## src/rtl/ntc_pkg.sv

```systemverilog
// Package: shared constants, types and the log table for the thermistor core.
`default_nettype none
package ntc_pkg;

  localparam int SAMPLES    = 10;
  localparam int ADC_BITS   = 10;
  localparam int FULL_SCALE = (1 << ADC_BITS) - 1;
  localparam int FULL_SUM   = FULL_SCALE * SAMPLES;
  localparam int SUM_W      = 14;
  localparam int CNT_W      = 4;

  localparam int DIV_W      = 40;
  localparam int DIV_CNT_W  = 6;
  localparam int LNV_W      = 22;

  localparam int LN2_Q16     = 45426;
  localparam int KELVIN_CENT = 27315;
  localparam int OUT_MIN     = -50000;
  localparam int OUT_MAX     = 60000;

  localparam logic [1:0] CFG_BETA = 2'd0;
  localparam logic [1:0] CFG_T0   = 2'd1;
  localparam logic [1:0] CFG_UNIT = 2'd2;

  localparam logic [1:0] UNIT_KELVIN  = 2'd0;
  localparam logic [1:0] UNIT_CELSIUS = 2'd1;

  localparam logic [1:0] FAULT_NONE = 2'd0;
  localparam logic [1:0] FAULT_ZERO = 2'd1;
  localparam logic [1:0] FAULT_FULL = 2'd2;

  typedef struct packed {
    logic             start;
    logic [DIV_W-1:0] num;
    logic [DIV_W-1:0] den;
  } div_req_t;

  typedef struct packed {
    logic start;
    logic [31:0] x;
  } ln_req_t;

  // ln(1 + i/16) in Q16
  function automatic logic [15:0] ln_tab(input logic [4:0] i);
    logic [15:0] v;
    case (i)
      5'd0:  v = 16'd0;
      5'd1:  v = 16'd3973;
      5'd2:  v = 16'd7719;
      5'd3:  v = 16'd11262;
      5'd4:  v = 16'd14624;
      5'd5:  v = 16'd17821;
      5'd6:  v = 16'd20870;
      5'd7:  v = 16'd23783;
      5'd8:  v = 16'd26573;
      5'd9:  v = 16'd29248;
      5'd10: v = 16'd31818;
      5'd11: v = 16'd34292;
      5'd12: v = 16'd36675;
      5'd13: v = 16'd38975;
      5'd14: v = 16'd41196;
      5'd15: v = 16'd43345;
      5'd16: v = 16'd45426;
      default: v = 16'd0;
    endcase
    return v;
  endfunction

  function automatic logic signed [16:0] clamp_out(input logic signed [23:0] v);
    logic signed [16:0] r;
    if (v < 24'(OUT_MIN)) begin
      r = 17'(OUT_MIN);
    end else if (v > 24'(OUT_MAX)) begin
      r = 17'(OUT_MAX);
    end else begin
      r = v[16:0];
    end
    return r;
  endfunction

endpackage
`default_nettype wire

```

## src/rtl/ntc_if.sv

```systemverilog
// Interfaces: sample input channel and temperature result channel.
`default_nettype none
interface ntc_in_if;
  logic       valid;
  logic       ready;
  logic [9:0] adc_sample;
  modport source (output valid, output adc_sample, input ready);
  modport sink   (input valid, input adc_sample, output ready);
endinterface

interface ntc_out_if;
  logic               valid;
  logic               ready;
  logic signed [16:0] temperature_centi;
  logic [1:0]         fault;
  modport source (output valid, output temperature_centi, output fault, input ready);
  modport sink   (input valid, input temperature_centi, input fault, output ready);
endinterface
`default_nettype wire

```

## src/rtl/ntc_div.sv

```systemverilog
// Bit-serial restoring divider, one quotient bit per cycle.
`default_nettype none
module ntc_div (
  input  wire logic              clk,
  input  wire logic              rst_n,
  input  wire ntc_pkg::div_req_t req,
  output logic                   done,
  output logic [ntc_pkg::DIV_W-1:0] quo
);
  logic [ntc_pkg::DIV_W-1:0]     rem_r, quo_r, den_r;
  logic [ntc_pkg::DIV_CNT_W-1:0] cnt_r;
  logic                          busy_r, done_r;
  logic [ntc_pkg::DIV_W:0]       trial, diff;
  logic                          qbit;

  always_comb begin
    trial = {rem_r, quo_r[ntc_pkg::DIV_W-1]};
    diff  = trial - {1'b0, den_r};
    qbit  = (trial >= {1'b0, den_r});
  end

  always_ff @(posedge clk) begin
    if (!rst_n) begin
      busy_r <= 1'b0;
      done_r <= 1'b0;
      cnt_r  <= '0;
    end else begin
      done_r <= 1'b0;
      if (req.start) begin
        busy_r <= 1'b1;
        cnt_r  <= ntc_pkg::DIV_CNT_W'(ntc_pkg::DIV_W);
      end else if (busy_r) begin
        cnt_r <= cnt_r - 1'b1;
        if (cnt_r == ntc_pkg::DIV_CNT_W'(1)) begin
          busy_r <= 1'b0;
          done_r <= 1'b1;
        end
      end
    end
  end

  always_ff @(posedge clk) begin
    if (req.start) begin
      rem_r <= '0;
      quo_r <= req.num;
      den_r <= req.den;
    end else if (busy_r) begin
      rem_r <= qbit ? diff[ntc_pkg::DIV_W-1:0] : trial[ntc_pkg::DIV_W-1:0];
      quo_r <= {quo_r[ntc_pkg::DIV_W-2:0], qbit};
    end
  end

  assign done = done_r;
  assign quo  = quo_r;
endmodule
`default_nettype wire

```

## src/rtl/ntc_ln.sv

```systemverilog
// Natural log of a Q16.16 value: serial normalize, table lookup, interpolation.
`default_nettype none
module ntc_ln (
  input  wire logic             clk,
  input  wire logic             rst_n,
  input  wire ntc_pkg::ln_req_t req,
  output logic                  busy,
  output logic signed [ntc_pkg::LNV_W-1:0] lnv
);
  localparam logic [1:0] L_IDLE = 2'd0;
  localparam logic [1:0] L_NORM = 2'd1;
  localparam logic [1:0] L_MUL  = 2'd2;
  localparam logic [1:0] L_SUM  = 2'd3;
  localparam logic signed [22:0] LN2_S = 23'(ntc_pkg::LN2_Q16);

  logic [1:0]  st_r;
  logic [31:0] x_r;
  logic [4:0]  p_r;
  logic [15:0] lo_r;
  logic [38:0] prod_r;
  logic signed [ntc_pkg::LNV_W-1:0] lnv_r;

  logic [4:0]  idx;
  logic [15:0] lo, hi;
  logic [11:0] dif;
  logic signed [5:0]  pm16;
  logic signed [22:0] pterm, total;

  always_comb begin
    idx   = {1'b0, x_r[30:27]};
    lo    = ntc_pkg::ln_tab(idx);
    hi    = ntc_pkg::ln_tab(idx + 5'd1);
    dif   = 12'(hi - lo);
    pm16  = $signed({1'b0, p_r}) - 6'sd16;
    pterm = 23'(pm16) * LN2_S;
    total = pterm + $signed(23'(lo_r)) + $signed(23'(prod_r[38:27]));
  end

  always_ff @(posedge clk) begin
    if (!rst_n) begin
      st_r <= L_IDLE;
    end else begin
      case (st_r)
        L_IDLE: if (req.start) st_r <= L_NORM;
        L_NORM: if (x_r[31] || p_r == 5'd0) st_r <= L_MUL;
        L_MUL:  st_r <= L_SUM;
        L_SUM:  st_r <= L_IDLE;
        default: st_r <= L_IDLE;
      endcase
    end
  end

  always_ff @(posedge clk) begin
    case (st_r)
      L_IDLE: begin
        x_r <= req.x;
        p_r <= 5'd31;
      end
      L_NORM: begin
        if (!(x_r[31] || p_r == 5'd0)) begin
          x_r <= {x_r[30:0], 1'b0};
          p_r <= p_r - 5'd1;
        end
      end
      L_MUL: begin
        lo_r   <= lo;
        prod_r <= 39'(dif) * 39'(x_r[26:0]);
      end
      L_SUM: lnv_r <= total[ntc_pkg::LNV_W-1:0];
      default: ;
    endcase
  end

  assign busy = (st_r != L_IDLE);
  assign lnv  = lnv_r;
endmodule
`default_nettype wire

```

## src/rtl/ntc_thermistor_temperature_core.sv

```systemverilog
// Top level: sample accumulation, conversion sequencer and result register.
//
//  channel | dir | payload                         | handshake
//  in_ch   | in  | adc_sample[9:0]                 | valid/ready
//  out_ch  | out | temperature_centi[16:0], fault  | valid/ready
//  cfg     | in  | cfg_addr[1:0], cfg_wdata[14:0]  | cfg_we
//
// Samples are taken one per cycle while in_ch.ready is high; the tenth of a group
// starts a conversion unless the group sum is zero or full scale. A conversion
// runs four passes of the serial divider for a Kelvin or Celsius result,
// Fahrenheit adds a fifth pass, and a nonpositive 1/T ends after three passes.
// The log unit overlaps the second pass.
// Fault results appear the cycle after the tenth sample. While converting, or
// while a result waits and the next sample would close a group, in_ch.ready is low.
// rst_n is synchronous; it clears the accumulator and loads register defaults.
`default_nettype none
module ntc_thermistor_temperature_core (
  input  wire logic        clk,
  input  wire logic        rst_n,
  ntc_in_if.sink           in_ch,
  ntc_out_if.source        out_ch,
  input  wire logic        cfg_we,
  input  wire logic [1:0]  cfg_addr,
  input  wire logic [14:0] cfg_wdata
);
  localparam logic [2:0] S_IDLE = 3'd0;
  localparam logic [2:0] S_RAT  = 3'd1;
  localparam logic [2:0] S_T0   = 3'd2;
  localparam logic [2:0] S_LNW  = 3'd3;
  localparam logic [2:0] S_BD   = 3'd4;
  localparam logic [2:0] S_TK   = 3'd5;
  localparam logic [2:0] S_F    = 3'd6;
  localparam int W = ntc_pkg::DIV_W;
  localparam logic [W-1:0] HUNDRED_Q32 = W'(100) << 32;

  logic [13:0]        beta_r;
  logic signed [14:0] t0_r;
  logic [1:0]         unit_r;
  logic [ntc_pkg::SUM_W-1:0] sum_r;
  logic [ntc_pkg::CNT_W-1:0] cnt_r;
  logic [2:0]         st_r;
  logic [W-1:0]       inv_t0_r;
  logic               neg_r;
  logic               out_valid_r;
  logic signed [16:0] out_temp_r;
  logic [1:0]         out_fault_r;

  ntc_pkg::div_req_t  div_req_r;
  ntc_pkg::ln_req_t   ln_req_r;
  logic               div_done, ln_busy;
  logic [W-1:0]       quo;
  logic signed [ntc_pkg::LNV_W-1:0] lnv;

  logic               in_acc, last;
  logic [ntc_pkg::SUM_W-1:0] sum_nxt;
  logic [31:0]        ratio;
  logic signed [17:0] den0_s;
  logic [W-1:0]       den0;
  logic [ntc_pkg::LNV_W-1:0] ln_mag;
  logic signed [W+1:0] inv_t;
  logic [W-1:0]       dval;
  logic [17:0]        tkc;
  logic signed [18:0] tc;
  logic signed [22:0] v9;
  logic [21:0]        v9_mag;
  logic signed [23:0] fval;

  ntc_div u_div (
    .clk(clk), .rst_n(rst_n), .req(div_req_r),
    .done(div_done), .quo(quo)
  );

  ntc_ln u_ln (
    .clk(clk), .rst_n(rst_n), .req(ln_req_r), .busy(ln_busy), .lnv(lnv)
  );

  assign last        = (cnt_r == ntc_pkg::CNT_W'(ntc_pkg::SAMPLES - 1));
  assign in_ch.ready = (st_r == S_IDLE) && !(last && out_valid_r);
  assign in_acc      = in_ch.valid && in_ch.ready;
  assign sum_nxt     = sum_r + ntc_pkg::SUM_W'(in_ch.adc_sample);

  always_comb begin
    ratio  = (|quo[W-1:32]) ? 32'hFFFF_FFFF : quo[31:0];
    if (ratio == 32'd0) ratio = 32'd1;
    den0_s = 18'(t0_r) + 18'sd27315;
    den0   = W'(unsigned'(den0_s));
    ln_mag = lnv[ntc_pkg::LNV_W-1] ? ntc_pkg::LNV_W'(-lnv) : ntc_pkg::LNV_W'(lnv);
    inv_t  = neg_r ? $signed({2'b00, inv_t0_r}) - $signed({2'b00, quo})
                   : $signed({2'b00, inv_t0_r}) + $signed({2'b00, quo});
    dval   = inv_t[W-1:0];
    tkc    = (|quo[W-1:18]) ? 18'h3FFFF : quo[17:0];
    tc     = $signed({1'b0, tkc}) - 19'sd27315;
    v9     = 23'(tc) * 23'sd9;
    v9_mag = v9[22] ? 22'(-v9) : 22'(v9);
    fval   = (neg_r ? -$signed({2'b00, quo[21:0]}) : $signed({2'b00, quo[21:0]}))
             + 24'sd3200;
  end

  always_ff @(posedge clk) begin
    if (!rst_n) begin
      beta_r <= 14'd3380;
      t0_r   <= 15'sd2500;
      unit_r <= ntc_pkg::UNIT_CELSIUS;
    end else if (cfg_we) begin
      case (cfg_addr)
        ntc_pkg::CFG_BETA: beta_r <= cfg_wdata[13:0];
        ntc_pkg::CFG_T0:   t0_r   <= $signed(cfg_wdata);
        ntc_pkg::CFG_UNIT: unit_r <= cfg_wdata[1:0];
        default: ;
      endcase
    end
  end

  always_ff @(posedge clk) begin
    if (!rst_n) begin
      st_r            <= S_IDLE;
      sum_r           <= '0;
      cnt_r           <= '0;
      out_valid_r     <= 1'b0;
      div_req_r.start <= 1'b0;
      ln_req_r.start  <= 1'b0;
    end else begin
      div_req_r.start <= 1'b0;
      ln_req_r.start  <= 1'b0;
      if (out_ch.ready) out_valid_r <= 1'b0;
      case (st_r)
        S_IDLE: begin
          if (in_acc) begin
            if (last) begin
              sum_r <= '0;
              cnt_r <= '0;
              if (sum_nxt == '0) begin
                out_valid_r <= 1'b1;
                out_temp_r  <= '0;
                out_fault_r <= ntc_pkg::FAULT_ZERO;
              end else if (sum_nxt >= ntc_pkg::SUM_W'(ntc_pkg::FULL_SUM)) begin
                out_valid_r <= 1'b1;
                out_temp_r  <= '0;
                out_fault_r <= ntc_pkg::FAULT_FULL;
              end else begin
                div_req_r.start <= 1'b1;
                div_req_r.num   <= W'(ntc_pkg::SUM_W'(ntc_pkg::FULL_SUM) - sum_nxt) << 16;
                div_req_r.den   <= W'(sum_nxt);
                st_r            <= S_RAT;
              end
            end else begin
              sum_r <= sum_nxt;
              cnt_r <= cnt_r + 1'b1;
            end
          end
        end
        S_RAT: if (div_done) begin
          ln_req_r.start  <= 1'b1;
          ln_req_r.x      <= ratio;
          div_req_r.start <= 1'b1;
          div_req_r.num   <= HUNDRED_Q32 + (den0 >> 1);
          div_req_r.den   <= den0;
          st_r            <= S_T0;
        end
        S_T0: if (div_done) begin
          inv_t0_r <= quo;
          st_r     <= S_LNW;
        end
        S_LNW: if (!ln_busy) begin
          neg_r           <= lnv[ntc_pkg::LNV_W-1];
          div_req_r.start <= 1'b1;
          div_req_r.num   <= W'(ln_mag) << 16;
          div_req_r.den   <= (beta_r == 14'd0) ? W'(1) : W'(beta_r);
          st_r            <= S_BD;
        end
        S_BD: if (div_done) begin
          if (inv_t <= 0) begin
            out_valid_r <= 1'b1;
            out_temp_r  <= 17'(ntc_pkg::OUT_MAX);
            out_fault_r <= ntc_pkg::FAULT_NONE;
            st_r        <= S_IDLE;
          end else begin
            div_req_r.start <= 1'b1;
            div_req_r.num   <= HUNDRED_Q32 + (dval >> 1);
            div_req_r.den   <= dval;
            st_r            <= S_TK;
          end
        end
        S_TK: if (div_done) begin
          if (unit_r == ntc_pkg::UNIT_KELVIN || unit_r == ntc_pkg::UNIT_CELSIUS) begin
            out_valid_r <= 1'b1;
            out_temp_r  <= ntc_pkg::clamp_out((unit_r == ntc_pkg::UNIT_KELVIN)
                                              ? 24'($signed({1'b0, tkc})) : 24'(tc));
            out_fault_r <= ntc_pkg::FAULT_NONE;
            st_r        <= S_IDLE;
          end else begin
            // Fahrenheit: round(9*C/5) with halves away from zero
            neg_r           <= v9[22];
            div_req_r.start <= 1'b1;
            div_req_r.num   <= W'(v9_mag) + W'(2);
            div_req_r.den   <= W'(5);
            st_r            <= S_F;
          end
        end
        S_F: if (div_done) begin
          out_valid_r <= 1'b1;
          out_temp_r  <= ntc_pkg::clamp_out(fval);
          out_fault_r <= ntc_pkg::FAULT_NONE;
          st_r        <= S_IDLE;
        end
        default: st_r <= S_IDLE;
      endcase
    end
  end

  assign out_ch.valid             = out_valid_r;
  assign out_ch.temperature_centi = out_temp_r;
  assign out_ch.fault             = out_fault_r;
endmodule
`default_nettype wire

```

## src/flat_wrapper.sv

```systemverilog
// flat-port wrapper written by rule: the top's interface ports become plain ports
module ntc_thermistor_temperature_core_flat 
  (clk, rst_n, cfg_we, cfg_addr, cfg_wdata, in_ch_valid, in_ch_adc_sample, in_ch_ready, out_ch_valid, out_ch_temperature_centi, out_ch_fault, out_ch_ready);
  ntc_in_if in_ch_i ();
  ntc_out_if out_ch_i ();
  input  wire logic clk;
  input  wire logic rst_n;
  input  wire logic cfg_we;
  input  wire logic [1:0] cfg_addr;
  input  wire logic [14:0] cfg_wdata;
  input wire logic [$bits(in_ch_i.valid)-1:0] in_ch_valid;
  input wire logic [$bits(in_ch_i.adc_sample)-1:0] in_ch_adc_sample;
  output wire logic [$bits(in_ch_i.ready)-1:0] in_ch_ready;
  output wire logic [$bits(out_ch_i.valid)-1:0] out_ch_valid;
  output wire logic [$bits(out_ch_i.temperature_centi)-1:0] out_ch_temperature_centi;
  output wire logic [$bits(out_ch_i.fault)-1:0] out_ch_fault;
  input wire logic [$bits(out_ch_i.ready)-1:0] out_ch_ready;
  assign in_ch_i.valid = in_ch_valid;
  assign in_ch_i.adc_sample = in_ch_adc_sample;
  assign in_ch_ready = in_ch_i.ready;
  assign out_ch_valid = out_ch_i.valid;
  assign out_ch_temperature_centi = out_ch_i.temperature_centi;
  assign out_ch_fault = out_ch_i.fault;
  assign out_ch_i.ready = out_ch_ready;
  ntc_thermistor_temperature_core u_core (.clk(clk), .rst_n(rst_n), .in_ch(in_ch_i), .out_ch(out_ch_i), .cfg_we(cfg_we), .cfg_addr(cfg_addr), .cfg_wdata(cfg_wdata));
endmodule
```

## config.mk

```make
export PLATFORM = sky130hd
export DESIGN_NAME = ntc_thermistor_temperature_core_flat
export DESIGN_NICKNAME = d
export VERILOG_FILES = /design/src/rtl/ntc_pkg.sv /design/src/rtl/ntc_if.sv /design/src/rtl/ntc_div.sv /design/src/rtl/ntc_ln.sv /design/src/rtl/ntc_thermistor_temperature_core.sv /design/src/flat_wrapper.sv
export SDC_FILE = /design/constraint.sdc
export NUM_CORES = 2
export LEC_CHECK = 0
export ABC_CLOCK_PERIOD_IN_PS = 8980
export BUFFER_PORTS_ARGS = -buffer_cell sky130_fd_sc_hd__buf_2
export CAP_MARGIN = 15
export CORE_MARGIN = 4
export CORE_UTILIZATION = 54
export CTS_CLUSTER_DIAMETER = 60
export CTS_CLUSTER_SIZE = 8
export DETAILED_ROUTE_END_ITERATION = 10
export PLACE_DENSITY = 0.74
export SYNTH_ARGS = -nofsm -noshare
export SYNTH_HDL_FRONTEND = slang
export SYNTH_HIERARCHICAL = 1
export SYNTH_SLANG_ARGS = --single-unit
```

## constraint.sdc

```tcl
create_clock -name clk -period 8.98 [get_ports clk]
set_clock_uncertainty 0.2 [all_clocks]
set_input_delay 0.898 -clock clk [delete_from_list [all_inputs] [get_ports clk]]
set_output_delay 0.898 -clock clk [all_outputs]
set_load 0.05 [all_outputs]
```

# --- Word level (Yosys, flattened, before mapping) ---
# Memories as Yosys holds them, arrays and structs flattened. A register that Yosys moved wholly into a read port is not among the register bits.
# Index checks and enable logic that the tools add are counted.
word_totals:
  ff_bits: 471
  latchBits: 0
  ram_bits: 0
  mem_bits_ro: 768
  inputBits: 32
  output_inout_bits: 21
  elab_cells: 226
  mem_count: 2
mem_list:
  columns: ["name", "depth", "width", "read_ports", "rd_clocked_by_memory_dff", "write_ports", "line_no", "rtl"]
  rows:
  - ["(name not given)", 32, 16, 1, 0, 0, "ntc_pkg.sv:46", "case (i)"]
  - ["(name not given)", 16, 16, 1, 1, 0, "ntc_pkg.sv:46", null]
classes:
  add_sub_neg: 22
  n_mul: 3
  div: 0
  magnitude_cmp: 7
  eq_ne: 32
  shifts: 0
  mux: 92
  n_bitwise: 2
  n_reduce_logical: 37
ops:
  columns: ["cell", "count"]
  rows:
  - ["2-to-1 mux 81 bit", 10]
  - ["case mux 81 bit (5 select lines)", 1]
  - ["2-to-1 mux 17 bit", 13]
  - ["2-to-1 mux 40 bit", 3]
  - ["2-to-1 mux 32 bit", 3]
  - ["case mux 17 bit (4 select lines)", 1]
  - ["case mux 32 bit (2 select lines)", 1]
  - ["greater-than comparator 24 x 17 -> 1 bit, second input constant", 2]
  - ["less-than comparator 24 x 17 -> 1 bit, second input constant", 2]
  - ["2-to-1 mux 24 bit", 2]
  - ["2-to-1 mux 22 bit", 2]
  - ["negation 22 bit", 2]
  - ["<= comparator 42 x 1 -> 1 bit, second input constant", 1]
  - ["2-to-1 mux 42 bit", 1]
  - ["adder 40 x 40 -> 41 bit", 1]
  - [">= comparator 41 x 40 -> 1 bit", 1]
  - ["subtractor 40 x 40 -> 41 bit", 1]
  - ["adder 39 x 17 -> 40 bit, first input constant", 1]
  - ["adder 39 x 39 -> 40 bit, first input constant", 1]
  - ["subtractor 40 bit", 1]
  - ["multiplier 12 x 27 -> 39 bit", 1]
  - ["2-to-1 mux 3 bit", 12]
  - ["2-to-1 mux 33 bit", 1]
  - ["zero test 32 bit", 1]
  - ["60 further kinds", 130]

# --- Logic depth before layout (Yosys ltp) ---
depth:
  ltp_word: 10
  mapped_depth: 39
  mapped_depth_nobuf: 37

# --- By module ---
# The synthesis kept the hierarchy.
modules_own_cells:
  columns: ["mod", "n_inst", "cells_per_inst", "area_per_inst_um2", "seq_area_each_um2"]
  rows:
  - ["ntc_thermistor_temperature_core", 1, 2497, 20564.7, 6266.0]
  - ["ntc_ln", 1, 1807, 16956.3, 2972.9]
  - ["ntc_div", 1, 791, 7604.8, 3363.2]

# --- Worst setup path after synthesis ---
# Ideal clock, no wire load.
synth_timing:
  kind: "reg2reg"
  startpoint: "register u_core.u_ln.x_r[28]"
  endpoint: "register u_core.u_ln.prod_r[38], data pin"
  setup_time_ns: 0.260
  t_arrival_ns: 8.197
  required_time_ns: 8.520
  path_slack_ns: 0.323
  stages_incl_launch_ff: 36
  path_buffers: 2
  synth_period_minus_slack_ns: 8.657
  path_cell_list: "edfxtp_1 > ha_1 > inv_1 > ha_1 > clkbuf_1 > or3_1 > a21oi_1 > nor2_1 > ha_1 > nor2b_1 > o21ai_1 > a21boi_1 > o21ai_1 > a21oi_1 > o21ai_1 > nand3_1 > o311ai_2 > clkbuf_1 > and2_1 > fa_1 > fa_1 > fa_1 > fa_1 > inv_1 > fa_1 > inv_1 > ha_1 > and3_4 > and3_1 > and3_1 > o2111ai_1 > nand4_1 > a221o_2 > a211o_2 > a21oi_2 > xnor2_1"
synth_via:
  elab_chain_cells: 4
synth_rtl:
  columns: ["element", "line_no", "rtl"]
  rows:
  - ["start, declared", "ntc_ln.sv:17", "logic [31:0] x_r;"]
  - ["start signal, assigned", "ntc_ln.sv:56", "x_r <= req.x;"]
  - ["start signal, assigned", "ntc_ln.sv:61", "x_r <= {x_r[30:0], 1'b0};"]
  - ["adder 4 x 1 -> 5 bit", "ntc_ln.sv:32", "hi = ntc_pkg::ln_tab(idx + 5'd1);"]
  - ["memory read (32 x 16 bit)", null, null]
  - ["subtractor 12 bit", "ntc_ln.sv:33", "dif = 12'(hi - lo);"]
  - ["multiplier 12 x 27 -> 39 bit", "ntc_ln.sv:67", "prod_r <= 39'(dif) * 39'(x_r[26:0]);"]
  - ["end signal, assigned", "ntc_ln.sv:67", null]
  - ["end, declared", "ntc_ln.sv:20", "logic [38:0] prod_r;"]
# Every way passes these cells.
# A chain may end at the register's enable or synchronous reset.

# --- Worst setup path in the final report ---
layout_timing:
  startpoint: "register u_core.u_ln.x_r[27]"
  endpoint: "register u_core.u_ln.prod_r[38], data pin"
# Same word-level chain as after synthesis.

==> run summary <==
Final Instance Area: 49,700 um2
syn nets: 5,748
RSZ-0062 raised after global routing: yes
Netlist cell types: 118
final setup margin: 0.232 ns
fin nets: 5,772
Synth Warn #: 6
# IOs: 53
most frequent CP cell: fa_1
post-place instance area: 46,700 um2
most frequent cells in the layout: nand2_1 (605), inv_1 (565), edfxtp_1 (339), ha_1 (325), nor2_1 (291)
Slowest cell on crit path: fa_2
first-pass GRT wire length: 215,000 um
WL final: 140,000 um
EDFF count, synth: 339
Fin. Hold Viols: 0
Worst EP arrival: 8.92 ns
CTS tree: done
Final ANT Viol Nets: 0
Final Cycle Share: 97.4%
MaxCap Viol Count: 0
worst slew pin tran: 1.19 ns
outcome: finished clean
CTS Root Buffer Type: clkbuf_16
Crit Path Category: reg -> reg
CP max stage delay: 0.56 ns
largest net degree at the start of global routing: 79
gpl congestion: 1.01
final core occ: 60.2%
minimum clock period: 8.75 ns
mean post-synth cell area: 8.86 um2
P&R area growth vs syn: 10.1%
vias in the first global route: 37,400
initial antenna violation count: 8
GRT Util Overall: 30.5%
post-synthesis async set-or-reset flop share: 0%
cell count after synthesis: 5,095
crit-path max FO: 10
worst hold path class: reg -> reg
vias per cell: 6.23
DR DRC count: 0
number of port buffers: 52
WP data required: 9.15 ns
dpl ws: -0.300 ns
CTS sink cnt: 460
CTS Buf Count: 74
CP Capture Type: flip-flop
Post-Syn Area: 45,100 um2
Main synth FF type: edfxtp_1
fraction of layout cells with a size suffix above 1: 10.0%
Die H: 297 um
Seq cells post-synth: 460
die area: 88,300 um2
DR pass1 iterations: 6
GRT overflow: 0
overall via count from detail_route: 38,900
clk_lat worst skew: 0.63 ns
# H-tree levels: 3
Max clock buf depth: 3
Rows: 105
max_slew headroom: 20.3%
commonest non-fill, non-tap cell in the layout: nand2_1
post-synthesis sequential area ratio: 27.9%
WL/cell: 22.4 um
die width: 297 um
max frequency: 114 MHz
Detailed Place HPWL: 106,000 um
final setup violation count: 0
core area: 82,500 um2
crit start category: flip-flop
final-report max-slew violation count: 0
DRT iter0 DRCs: 4,147
Initial Util: 54.7%
Worst-path clk slew: 0.06 ns
## synth_stat cells (14+ instances only)
cell type / instances / share of area (%)
a211oi_1: 39 / 0.65
buf_2: 36 / 0.40
clkbuf_1: 192 / 1.6
and3_1: 33 / 0.46
nand3_1: 105 / 1.2
o22ai_1: 18 / 0.25
a22oi_1: 31 / 0.52
o21a_1: 40 / 0.67
xor2_1: 103 / 2.0
fa_1: 277 / 12
mux2_2: 74 / 1.8
nand3b_1: 15 / 0.25
a2111oi_0: 15 / 0.29
o221ai_1: 20 / 0.39
nor2_1: 297 / 2.5
inv_1: 566 / 4.7
and4_1: 14 / 0.27
nand4_1: 62 / 0.86
a31oi_1: 38 / 0.53
or2_2: 20 / 0.28
nor3_1: 87 / 0.96
nand2b_1: 90 / 1.2
or3_1: 33 / 0.46
a211o_1: 17 / 0.33
o21bai_1: 32 / 0.53
and2_1: 109 / 1.5
o21ai_0: 208 / 2.3
a21boi_0: 35 / 0.58
a21o_1: 67 / 1.1
a221oi_1: 19 / 0.37
nand2_1: 608 / 5.1
ha_1: 344 / 9.5
mux2i_1: 17 / 0.38
o21ai_1: 16 / 0.18
o211ai_1: 55 / 0.91
a311oi_1: 41 / 0.80
dfxtp_1: 121 / 5.4
nor2b_1: 68 / 0.94
xnor2_1: 174 / 3.4
o31ai_1: 32 / 0.53
nor4_1: 46 / 0.64
a21oi_1: 293 / 3.2
edfxtp_1: 339 / 23
## routing by layer
layer | vias up | share of wire (%) | track usage, %
met5 | - | 0.016 | 0
met1 | 18800 | 43 | 43.3
met2 | 1837 | 44 | 46.4
met3 | 293 | 10 | 6.89
met4 | 4 | 3.5 | 10.1
li1 | 17900 | - | -
## cells by family (layout without fill, tap and decap cells)
group           Yosys count  in the layout  share of synthesized area (%)
mux                      91             91                           2.22
xor+xnor                280            284                           5.48
compound gates         1167           1168                           17.6
flops                   460            460                           27.9
buf+inv                 822            895                           7.02
simple gates           1654           1654                           17.9
other cells               0              2                              0
fa+ha+maj               621            621                           21.8
## registers in the layout, summed over array words and instances, names as in the netlist, 2 cells and up
register	cells
u_core/beta_r	14
u_core/cnt_r	4
u_core/div_req_r	81
u_core/inv_t0_r	40
u_core/ln_req_r	33
u_core/out_ch.fault	2
u_core/out_ch.temperature_centi	17
u_core/st_r	3
u_core/sum_r	14
u_core/t0_r	15
u_core/u_div/cnt_r	6
u_core/u_div/den_r	40
u_core/u_div/quo	40
u_core/u_div/rem_r	40
u_core/u_ln/lnv	22
u_core/u_ln/lo	16
u_core/u_ln/lo_r	16
u_core/u_ln/p_r	5
u_core/u_ln/prod_r	12
u_core/u_ln/st_r	2
u_core/u_ln/x_r	32
u_core/unit_r	2
## path summary, 6_finish.rpt
| kind | startpoint | to | slack, ns | cells past startpoint |
|---|---|---|---|---|
| max | u_core/u_ln/x_r[27]$_DFFE_PP_ | u_core/u_ln/prod_r[38]$_DFFE_PP_ | 0.23 | 36 |
| min | u_core/u_ln/lo[14]$_DFF_P_ | u_core/u_ln/lo_r[14]$_DFFE_PP_ | 0.20 | 0 |
| max reg2reg | u_core/u_ln/x_r[27]$_DFFE_PP_ | u_core/u_ln/prod_r[38]$_DFFE_PP_ | 0.23 | 36 |
| min reg2reg | u_core/u_ln/lo[14]$_DFF_P_ | u_core/u_ln/lo_r[14]$_DFFE_PP_ | 0.20 | 0 |
## repair_timing
action	4_1_cts	5_1_grt
gates resized for setup	23	69
endpoints found under the setup margin	8	17
buffers inserted	4	10
hold buffers	0	0
pin swaps	11	36
cloned	2	3
## metrics by stage
stage                     instances  TNS [ns]  hold WS [ns]
final                          6245         0         0.197
after global placement         6092    -0.375         0.190
after global routing           6243    -0.121         0.213
after floorplan                5095         0         0.186
after CTS                      6228         0         0.203
after detailed placement       6092    -0.929         0.192
## worst max-delay path, delay by kind of cell, from the launching register on
kind            cells  cell delay [ns]
flops               1             0.41
xor+xnor            2             0.21
fa+ha+maj           9             3.52
compound gates     11             2.12
buf+inv             8             0.98
simple gates        6             1.03
## layout make-up
cell class / count / area, um2
diodes: 2 / 5.00
clock buffers: 112 / 2040
clock inverters: 18 / 194
fillers: 7122 / 32800
inverters: 573 / 2150
multi-input cells: 3818 / 30000
flip-flops and latches: 460 / 12600
well taps: 1070 / 1340
repair buffers: 192 / 1380
Power is not shown: default switching activity piles up to over one toggle a cycle in this logic, so the estimate is an artifact.
